$ cat src/hdl/bed_pkg.sv
// Types, character codes and helpers for the backslash escape decoder.
package bed_pkg;

    localparam int WINDOW_BYTES = 12;

    // Request: one escape window with its position in the text
    typedef struct packed {
        logic [63:0] window_low;
        logic [31:0] window_high;
        logic [3:0]  bytes_available;
        logic [23:0] line_in;
        logic [15:0] col_in;
    } t_req;

    // One decoded byte
    typedef struct packed {
        logic [7:0]  out_byte;
        logic        byte_valid;
        logic        last;
        logic        status;
        logic [3:0]  consumed;
        logic [23:0] line_out;
        logic [15:0] col_out;
    } t_res;

    // Fields shared by every result of one escape
    typedef struct packed {
        logic        byte_valid;
        logic        status;
        logic [3:0]  consumed;
        logic [23:0] line_out;
        logic [15:0] col_out;
    } t_hdr;

    localparam logic [7:0] CH_A      = 8'h61;
    localparam logic [7:0] CH_B      = 8'h62;
    localparam logic [7:0] CH_E      = 8'h65;
    localparam logic [7:0] CH_T      = 8'h74;
    localparam logic [7:0] CH_N      = 8'h6E;
    localparam logic [7:0] CH_V      = 8'h76;
    localparam logic [7:0] CH_F      = 8'h66;
    localparam logic [7:0] CH_R      = 8'h72;
    localparam logic [7:0] CH_X      = 8'h78;
    localparam logic [7:0] CH_U      = 8'h75;
    localparam logic [7:0] CH_0      = 8'h30;
    localparam logic [7:0] CH_1      = 8'h31;
    localparam logic [7:0] CH_2      = 8'h32;
    localparam logic [7:0] CH_BSLASH = 8'h5C;
    localparam logic [7:0] CH_DQUOTE = 8'h22;
    localparam logic [7:0] CH_SQUOTE = 8'h27;
    localparam logic [7:0] CH_SLASH  = 8'h2F;
    localparam logic [7:0] CH_LF     = 8'h0A;

    // {ok, value} for one hex digit, either case
    function automatic logic [4:0] hex_nib(input logic [7:0] c);
        logic [4:0] r;
        r = 5'd0;
        if (c >= 8'h30 && c <= 8'h39) begin
            r = {1'b1, c[3:0]};
        end else if ((c >= 8'h61 && c <= 8'h66) || (c >= 8'h41 && c <= 8'h46)) begin
            r = {1'b1, 4'(c[3:0] + 4'd9)};
        end
        return r;
    endfunction

endpackage

$ cat src/hdl/backslash_escape_decoder.sv
// Backslash escape decoder: request register, single-pass decode, byte emitter.
//
//  channel   direction  handshake            payload
//  request   in         start / busy         i_req (t_req)
//  result    out        o_valid strobe       o_res (t_res)
//
// A request is registered, decoded in one pass into a 1 to 4 byte buffer, and
// the buffer emits one result per cycle through the output register. The first
// result reaches the ports by way of the request register, the byte buffer and
// the output register, and a new request can be accepted while the bytes of the
// previous escape still go out. busy is high while a registered request waits
// for the emitter to reach its last byte. Synchronous active-low reset empties
// all stages. Results cannot be held off.
module backslash_escape_decoder
    import bed_pkg::*;
(
    input  logic i_clk,
    input  logic i_rst_n,
    input  logic start,
    output logic busy,
    input  t_req i_req,
    output logic o_valid,
    output t_res o_res
);

    logic       r_in_vld, n_in_vld;
    t_req       r_req;
    logic [2:0] r_cnt, n_cnt;
    logic [7:0] r_bytes [4];
    t_hdr       r_hdr;
    logic       r_out_vld, n_out_vld;
    t_res       r_out;

    logic       accept, load;

    // decode signals
    logic [7:0]  w [WINDOW_BYTES];
    logic [7:0]  c1;
    logic [4:0]  n2, n3, n4, n5, n8, n9, n10, n11;
    logic        hx_ok, hq_ok, lq_ok, pair, lo_sur, oct_ok;
    logic [15:0] cp, lo;
    logic [20:0] full;
    logic [3:0]  avail;
    logic        d_err, d_nl;
    logic [2:0]  d_nb;
    logic [3:0]  d_used;
    logic [7:0]  d_ob [4];
    t_hdr        d_hdr;

    assign load   = r_in_vld && (r_cnt <= 3'd1);
    assign busy   = r_in_vld && !load;
    assign accept = start && !busy;

    always_comb begin
        for (int i = 0; i < 8; i++) begin
            w[i] = r_req.window_low[8*i +: 8];
        end
        for (int i = 0; i < 4; i++) begin
            w[8+i] = r_req.window_high[8*i +: 8];
        end
    end

    assign avail = r_req.bytes_available;
    assign c1    = w[1];
    assign n2    = hex_nib(w[2]);
    assign n3    = hex_nib(w[3]);
    assign n4    = hex_nib(w[4]);
    assign n5    = hex_nib(w[5]);
    assign n8    = hex_nib(w[8]);
    assign n9    = hex_nib(w[9]);
    assign n10   = hex_nib(w[10]);
    assign n11   = hex_nib(w[11]);
    assign hx_ok = n2[4] && n3[4];
    assign hq_ok = hx_ok && n4[4] && n5[4];
    assign lq_ok = n8[4] && n9[4] && n10[4] && n11[4];
    assign cp    = {n2[3:0], n3[3:0], n4[3:0], n5[3:0]};
    assign lo    = {n8[3:0], n9[3:0], n10[3:0], n11[3:0]};
    // high surrogate followed by a second \u that fits in the window
    assign pair  = (cp[15:10] == 6'b110110) && (avail >= 4'(WINDOW_BYTES))
                   && (w[6] == CH_BSLASH) && (w[7] == CH_U);
    assign lo_sur = (lo[15:10] == 6'b110111);
    assign full   = 21'h10000 + {1'b0, cp[9:0], lo[9:0]};
    assign oct_ok = (avail >= 4'd4) && (w[2][7:3] == 5'b00110) && (w[3][7:3] == 5'b00110);

    always_comb begin
        d_err  = 1'b0;
        d_nl   = 1'b0;
        d_nb   = 3'd0;
        d_used = 4'd0;
        for (int i = 0; i < 4; i++) begin
            d_ob[i] = 8'h00;
        end
        if (avail < 4'd2) begin
            d_err = 1'b1;
        end else begin
            unique case (c1)
                CH_A: begin d_ob[0] = 8'h07; d_nb = 3'd1; d_used = 4'd2; end
                CH_B: begin d_ob[0] = 8'h08; d_nb = 3'd1; d_used = 4'd2; end
                CH_E: begin d_ob[0] = 8'h1B; d_nb = 3'd1; d_used = 4'd2; end
                CH_T: begin d_ob[0] = 8'h09; d_nb = 3'd1; d_used = 4'd2; end
                CH_N: begin d_ob[0] = 8'h0A; d_nb = 3'd1; d_used = 4'd2; end
                CH_V: begin d_ob[0] = 8'h0B; d_nb = 3'd1; d_used = 4'd2; end
                CH_F: begin d_ob[0] = 8'h0C; d_nb = 3'd1; d_used = 4'd2; end
                CH_R: begin d_ob[0] = 8'h0D; d_nb = 3'd1; d_used = 4'd2; end
                CH_BSLASH, CH_DQUOTE, CH_SQUOTE, CH_SLASH: begin
                    d_ob[0] = c1; d_nb = 3'd1; d_used = 4'd2;
                end
                CH_0, CH_1, CH_2: begin
                    if (oct_ok) begin
                        d_ob[0] = {c1[1:0], w[2][2:0], w[3][2:0]};
                        d_nb    = 3'd1;
                        d_used  = 4'd4;
                    end else if (c1 == CH_0) begin
                        d_ob[0] = 8'h00; d_nb = 3'd1; d_used = 4'd2;
                    end
                end
                CH_X: begin
                    if (avail >= 4'd4) begin
                        if (!hx_ok) begin
                            d_err = 1'b1;
                        end else begin
                            d_ob[0] = {n2[3:0], n3[3:0]};
                            d_nb    = 3'd1;
                            d_used  = 4'd4;
                        end
                    end
                end
                CH_U: begin
                    if (avail >= 4'd6) begin
                        if (!hq_ok || (pair && !lq_ok)) begin
                            d_err = 1'b1;
                        end else if (pair && lo_sur) begin
                            d_ob[0] = {5'b11110, full[20:18]};
                            d_ob[1] = {2'b10, full[17:12]};
                            d_ob[2] = {2'b10, full[11:6]};
                            d_ob[3] = {2'b10, full[5:0]};
                            d_nb    = 3'd4;
                            d_used  = 4'd12;
                        end else begin
                            d_used = 4'd6;
                            if (cp[15:7] == 9'd0) begin
                                d_ob[0] = {1'b0, cp[6:0]};
                                d_nb    = 3'd1;
                            end else if (cp[15:11] == 5'd0) begin
                                d_ob[0] = {3'b110, cp[10:6]};
                                d_ob[1] = {2'b10, cp[5:0]};
                                d_nb    = 3'd2;
                            end else begin
                                d_ob[0] = {4'b1110, cp[15:12]};
                                d_ob[1] = {2'b10, cp[11:6]};
                                d_ob[2] = {2'b10, cp[5:0]};
                                d_nb    = 3'd3;
                            end
                        end
                    end
                end
                CH_LF: begin
                    d_nl = 1'b1;
                end
                default: begin
                end
            endcase
            // anything not decoded above passes through raw
            if (!d_err && d_used == 4'd0) begin
                d_ob[0] = w[0];
                d_ob[1] = w[1];
                d_nb    = 3'd2;
                d_used  = 4'd2;
            end
        end

        if (d_err) begin
            d_nb             = 3'd1;
            d_ob[0]          = 8'h00;
            d_hdr.byte_valid = 1'b0;
            d_hdr.status     = 1'b1;
            d_hdr.consumed   = 4'd0;
            d_hdr.line_out   = r_req.line_in;
            d_hdr.col_out    = r_req.col_in;
        end else begin
            d_hdr.byte_valid = 1'b1;
            d_hdr.status     = 1'b0;
            d_hdr.consumed   = d_used;
            d_hdr.line_out   = d_nl ? 24'(r_req.line_in + 24'd1) : r_req.line_in;
            d_hdr.col_out    = d_nl ? 16'd1 : 16'(r_req.col_in + {12'd0, d_used});
        end
    end

    always_comb begin
        n_in_vld  = accept || (r_in_vld && !load);
        n_out_vld = (r_cnt != 3'd0);
        if (load) begin
            n_cnt = d_nb;
        end else if (r_cnt != 3'd0) begin
            n_cnt = r_cnt - 3'd1;
        end else begin
            n_cnt = r_cnt;
        end
    end

    always_ff @(posedge i_clk) begin
        if (!i_rst_n) begin
            r_in_vld  <= 1'b0;
            r_cnt     <= 3'd0;
            r_out_vld <= 1'b0;
        end else begin
            r_in_vld  <= n_in_vld;
            r_cnt     <= n_cnt;
            r_out_vld <= n_out_vld;
        end
    end

    always_ff @(posedge i_clk) begin
        if (accept) begin
            r_req <= i_req;
        end
        if (r_cnt != 3'd0) begin
            r_out.out_byte   <= r_bytes[0];
            r_out.byte_valid <= r_hdr.byte_valid;
            r_out.last       <= (r_cnt == 3'd1);
            r_out.status     <= r_hdr.status;
            r_out.consumed   <= r_hdr.consumed;
            r_out.line_out   <= r_hdr.line_out;
            r_out.col_out    <= r_hdr.col_out;
        end
        if (load) begin
            r_bytes <= d_ob;
            r_hdr   <= d_hdr;
        end else if (r_cnt != 3'd0) begin
            r_bytes[0] <= r_bytes[1];
            r_bytes[1] <= r_bytes[2];
            r_bytes[2] <= r_bytes[3];
            r_bytes[3] <= 8'h00;
        end
    end

    assign o_valid = r_out_vld;
    assign o_res   = r_out;

endmodule
$ cat config.mk
export PLATFORM = sky130hd
export DESIGN_NAME = backslash_escape_decoder
export DESIGN_NICKNAME = d
export VERILOG_FILES = /design/src/hdl/bed_pkg.sv /design/src/hdl/backslash_escape_decoder.sv
export SDC_FILE = /design/constraint.sdc
export NUM_CORES = 1
export LEC_CHECK = 0
export BUFFER_PORTS_ARGS = -buffer_cell sky130_fd_sc_hd__buf_2
export CAP_MARGIN = 20
export CORE_ASPECT_RATIO = 1.1
export CORE_MARGIN = 8
export CORE_UTILIZATION = 30
export DETAILED_ROUTE_END_ITERATION = 10
export MAX_ROUTING_LAYER = met4
export SETUP_SLACK_MARGIN = 0.3
export SYNTH_ARGS = -nofsm -noshare
export SYNTH_HDL_FRONTEND = slang
export SYNTH_SLANG_ARGS = --single-unit
$ cat constraint.sdc
create_clock -name i_clk -period 9.6 [get_ports i_clk]
set_input_delay 1.92 -clock i_clk [delete_from_list [all_inputs] [get_ports i_clk]]
set_output_delay 1.92 -clock i_clk [all_outputs]
set_load 0.005 [all_outputs]
* Word-level counts from Yosys, hierarchy flattened
Index checks and enable logic that the tools add are counted.
** Word-level totals
- ROM bits :: 0
- Flip-flop bits (word level) :: 278
- Input bits :: 143
- Latch bits :: 0
- Word-level logic and storage cells :: 256
- RAM bits :: 0
- Memories :: 0
- Output and inout port bits :: 57
** Operators by class
- $lt $le $gt $ge :: 53
- Mux-type cells :: 78
- Multiply operators :: 0
- Bitwise operators :: 0
- Div/mod/pow operators :: 0
- Eq/ne operators :: 25
- Shifts and indexed selects :: 0
- Reduce and logical (&&, ||, !) cells :: 64
- $add $sub $neg :: 12
** Operators by type and width (number)
- 2-to-1 mux 32 bit :: 5
- 2-to-1 mux 16 bit :: 9
- >= comparator 8 x 7 -> 1 bit (second input constant) :: 16
- <= comparator 8 x 7 -> 1 bit (second input constant) :: 16
- == test 8 x 7 -> 1 bit (second input constant) :: 13
- case mux 8 bit (12 select lines) :: 1
- 2-to-1 mux 5 bit :: 16
- 2-to-1 mux 24 bit :: 3
- >= comparator 8 x 6 -> 1 bit (second input constant) :: 8
- <= comparator 8 x 6 -> 1 bit (second input constant) :: 8
- 2-to-1 mux 8 bit :: 7
- == test 8 x 6 -> 1 bit (second input constant) :: 6
- 2-to-1 mux 46 bit :: 1
- logical AND 1 bit :: 41
- 2-to-1 mux 3 bit :: 11
- adder 4 bit (second input constant) :: 8
- adder 24 x 1 -> 24 bit (second input constant) :: 1
- 2-to-1 mux 4 bit :: 6
- adder 17 x 20 -> 21 bit (first input constant) :: 1
- adder 16 x 4 -> 16 bit :: 1
- case mux 4 bit (4 select lines) :: 1
- 2-to-1 mux 14 bit :: 1
- 2-to-1 mux 1 bit :: 13
- == test 6 bit (second input constant) :: 2
- other kinds (21) :: 37

* Logic depth before layout (Yosys ltp)
- Depth after elaboration :: 24
- Mapped depth :: 18
- Depth with buffers taken out :: 16

* Least setup slack after synthesis
Ideal clock, no wire load.
- Path type :: input to register
- Start point :: input port start
- End point :: register r_req, in the netlist avail[1] (enable)
- Data required time :: 8944 ps
- Path buffers :: 0
- Arrival time :: 7938 ps
- Setup slack :: 1006 ps
- Stages on the path :: 1
- Library setup time :: 656 ps
- Path through :: nor2b_1
** Between the ends
- Word-level cells in the longest chain between the ends :: 1
** RTL lines
- start: declaration :: line backslash_escape_decoder.sv:19 : input logic start,
- logical AND 1 bit :: line backslash_escape_decoder.sv:52 : assign accept = start && !busy;
- end signal: assignment :: line backslash_escape_decoder.sv:215 : r_req <= i_req;
- end: declaration :: line backslash_escape_decoder.sv:27 : t_req r_req;
No other way between the ends.
A chain may end at the register's enable or synchronous reset.

==> results.json <==
{
  "status": "completed",
  "path_class": "reg -> reg",
  "met1_usage_pct": 15.6,
  "p_per_area_nw_per_um2": 247,
  "num_rows": 78,
  "dp_cells": 1630,
  "grt_busiest_layer": "met2",
  "tns_ns": 0,
  "vias": 8285,
  "cts_tree": "done",
  "path_clk_slew_ns": 0.07,
  "cts_buffers": 30,
  "seq_area_um2": 8150,
  "fin_area_um2": 14900,
  "drt_iter0_drc": 338,
  "async_flop_share_pct": 0,
  "final_layout_size_suffix_gt1_share_pct": 24.4,
  "core_area_um2": 40900,
  "dr.pass1.iters": 5,
  "fp.dieArea_um2": 47800,
  "cts_resized": 0,
  "dp_slack_ns": 4.10,
  "grt_pass1_wl_mm": 47.1,
  "clockBufferDepth": 3,
  "antenna_found_initial": 1,
  "layout_commonest_cell": "edfxtp_1",
  "met2_usage_pct": 21.0,
  "grt_start_max_net_pins": 60,
  "fin_skew_ns": 0.0139,
  "port_buffers": 197,
  "yosysSeqAreaShare_pct": 66.2,
  "die_y_um": 228,
  "syn_to_final_growth_pct": 21.4,
  "gp_congestion": 0.875,
  "avgSynthCellArea_um2": 13.2,
  "cp_data_required_time_ns": 10.03,
  "io_pins": 200,
  "hpwl_mm": 22.6,
  "cp.arrival_ns": 5.66,
  "leakagePower_nw": 5.51,
  "cts_setup_buffers": 0,
  "finalSetupViolations": 0,
  "dpl_cell_area_um2": 13900,
  "relSlewSlack_pct": 27.1,
  "final_nets": 1319,
  "rsz0062_at_grt": "no",
  "overflow": 0,
  "syn_area_um2": 12300,
  "syn_inst": 933,
  "synth_seq_cells": 273,
  "htreeDepth": 1,
  "finalCriticalPeriod_ns": 5.22,
  "grt_pass1_vias": 8450,
  "synth.distinct_cells": 82,
  "worstMarginPinSlew_ns": 1.08,
  "hold_viol_final": 0,
  "end_kind": "register",
  "layout_common_cells": "edfxtp_1 (268), buf_2 (197), nand2_1 (86)",
  "clockRootBuffer": "clkbuf_16",
  "synth_edf_count": 268,
  "hold_buffers": 0,
  "clk_latency_ns": 0.57,
  "maxSlewViolCount": 0,
  "crit_fanout": 15,
  "drt-total-wl_mm": 30.7,
  "ant_nets": 0,
  "wl_per_cell_um": 18.2,
  "fillCellCount": 3951,
  "yosysWarnings": 0,
  "finalNonFillerCells": 1687,
  "min_path_type": "reg -> reg",
  "initial_core_util_pct": 30.1,
  "routed_via_density": 4.91,
  "clkSinkCount": 273,
  "syn_nets": 1109,
  "drv_cap": 0,
  "fmax_mhz": 192,
  "ys.flop_type": "edfxtp_1",
  "grt_use_total_pct": 12.8,
  "die_w_um": 209,
  "met3_usage_pct": 2.47,
  "start_kind": "register",
  "ir_worst_vdd_uv": 143,
  "fin_crit_sh_pct": 54.4,
  "total_power_w": 0.00369,
  "drc": 0,
  "multi_input_area_um2": 3940,
  "timing.final.ws_setup_ns": 4.38
}
## final cells by class
class / instances / share of cell area [%]
tap: 520 / 4.35
inverter: 31 / 0.779
antenna: 1 / 0.0167
timing repair buffer: 208 / 7.15
multi-input combinational: 599 / 26.4
clock inverter: 20 / 1.67
sequential: 273 / 54.5
clock buffer: 35 / 5.15
## final timing paths
path / from / end / slack (ns) / cells after the start
worst max-delay path: r_req[100] / r_hdr[13] / 4.38 / 17
worst min-delay path: r_hdr[13] / o_res[13] / 0.41 / 0
worst min register to register: r_hdr[13] / o_res[13] / 0.41 / 0
worst max register to register: r_req[100] / r_hdr[13] / 4.38 / 17
## critical path, cell delays in order (launching register included)
cell and delay [ns]:
edfxtp_1 0.54, inv_1 0.13, ha_1 0.19, o21bai_1 0.09, a211oi_2 0.58, o22ai_1 0.37
nor4_1 0.53, o31ai_2 0.15, buf_4 0.23, or2_2 0.37, a21oi_1 0.26, ha_1 0.24
fa_1 0.22, a21o_1 0.13, nand2_1 0.19, or3_1 0.39, or4_1 0.40, nand2_1 0.08
## flip-flops by register name, summed over array words and instances, names as in the netlist
signal,flops
avail,3
r_hdr,45
c1,8
o_res,54
r_bytes,30
r_req,128
o_valid,1
r_in_vld,1
r_cnt,3
## synth_stat cells (5+ instances only)
master     number  area, um^2
nor4_1          6        37.5
o21ai_0        42         210
nor3b_1        13        97.6
nand3_1        27         135
or4_1           7        52.6
inv_1          31         116
nor2_1         60         225
clkbuf_1       20        75.1
a21oi_1        47         235
buf_2           6        30.0
nor3_1         14        70.1
o21bai_1        8        60.1
edfxtp_1      268        8050
nand4_1         8        50.1
mux2i_1         7        70.1
a22oi_1        13        97.6
ha_1           32         400
o31ai_1        10        75.1
xnor2_1        19         166
a31oi_1         6        37.5
xor2_1         13         114
o22ai_1         6        37.5
and3_1         12        75.1
dfxtp_1         5         100
o211ai_1       15         113
a21o_1          9        67.6
o21a_1          7        52.6
nand2_1        86         323
nand2b_1       10        62.6
nor2b_1        16         100
nand4bb_1       5        56.3
or3_1          14        87.6
## per-layer routing
metal / part of all wire, % / up-vias
met3: 5.0 / 57
met4: 3.1 / 0
met1: 44 / 3996
met5: 0 / -
li1: - / 3998
met2: 48 / 234
## where the power goes
part	internal [W]	switching (W)	total, W
Clock	0.000709	0.000470	0.00118
Combinational	0.000235	0.000424	0.000659
Sequential	0.00173	0.000126	0.00186
## cell families (layout without fill, tap and decap cells)
family,after synthesis,after routing,share of synthesized area (%)
DFF,273,273,66.2
muxes,11,11,0.935
other,1,2,0.0305
and+or+nand+nor,313,313,13.6
AOI/OAI and AO/OA,209,209,11.6
xor gates and xnor gates,32,32,2.28
adders and majority gates,33,33,3.42
buffers and inverters,61,294,1.95
## through the flow
step	hold slack [ns]	util [%]
after floorplan	0.400	-
after global placement	0.400	34.0
after CTS	0.414	36.5
after global routing	0.413	36.5
after detailed placement	0.405	34.0
final	0.415	36.5
(Power assumes the default switching activity.)
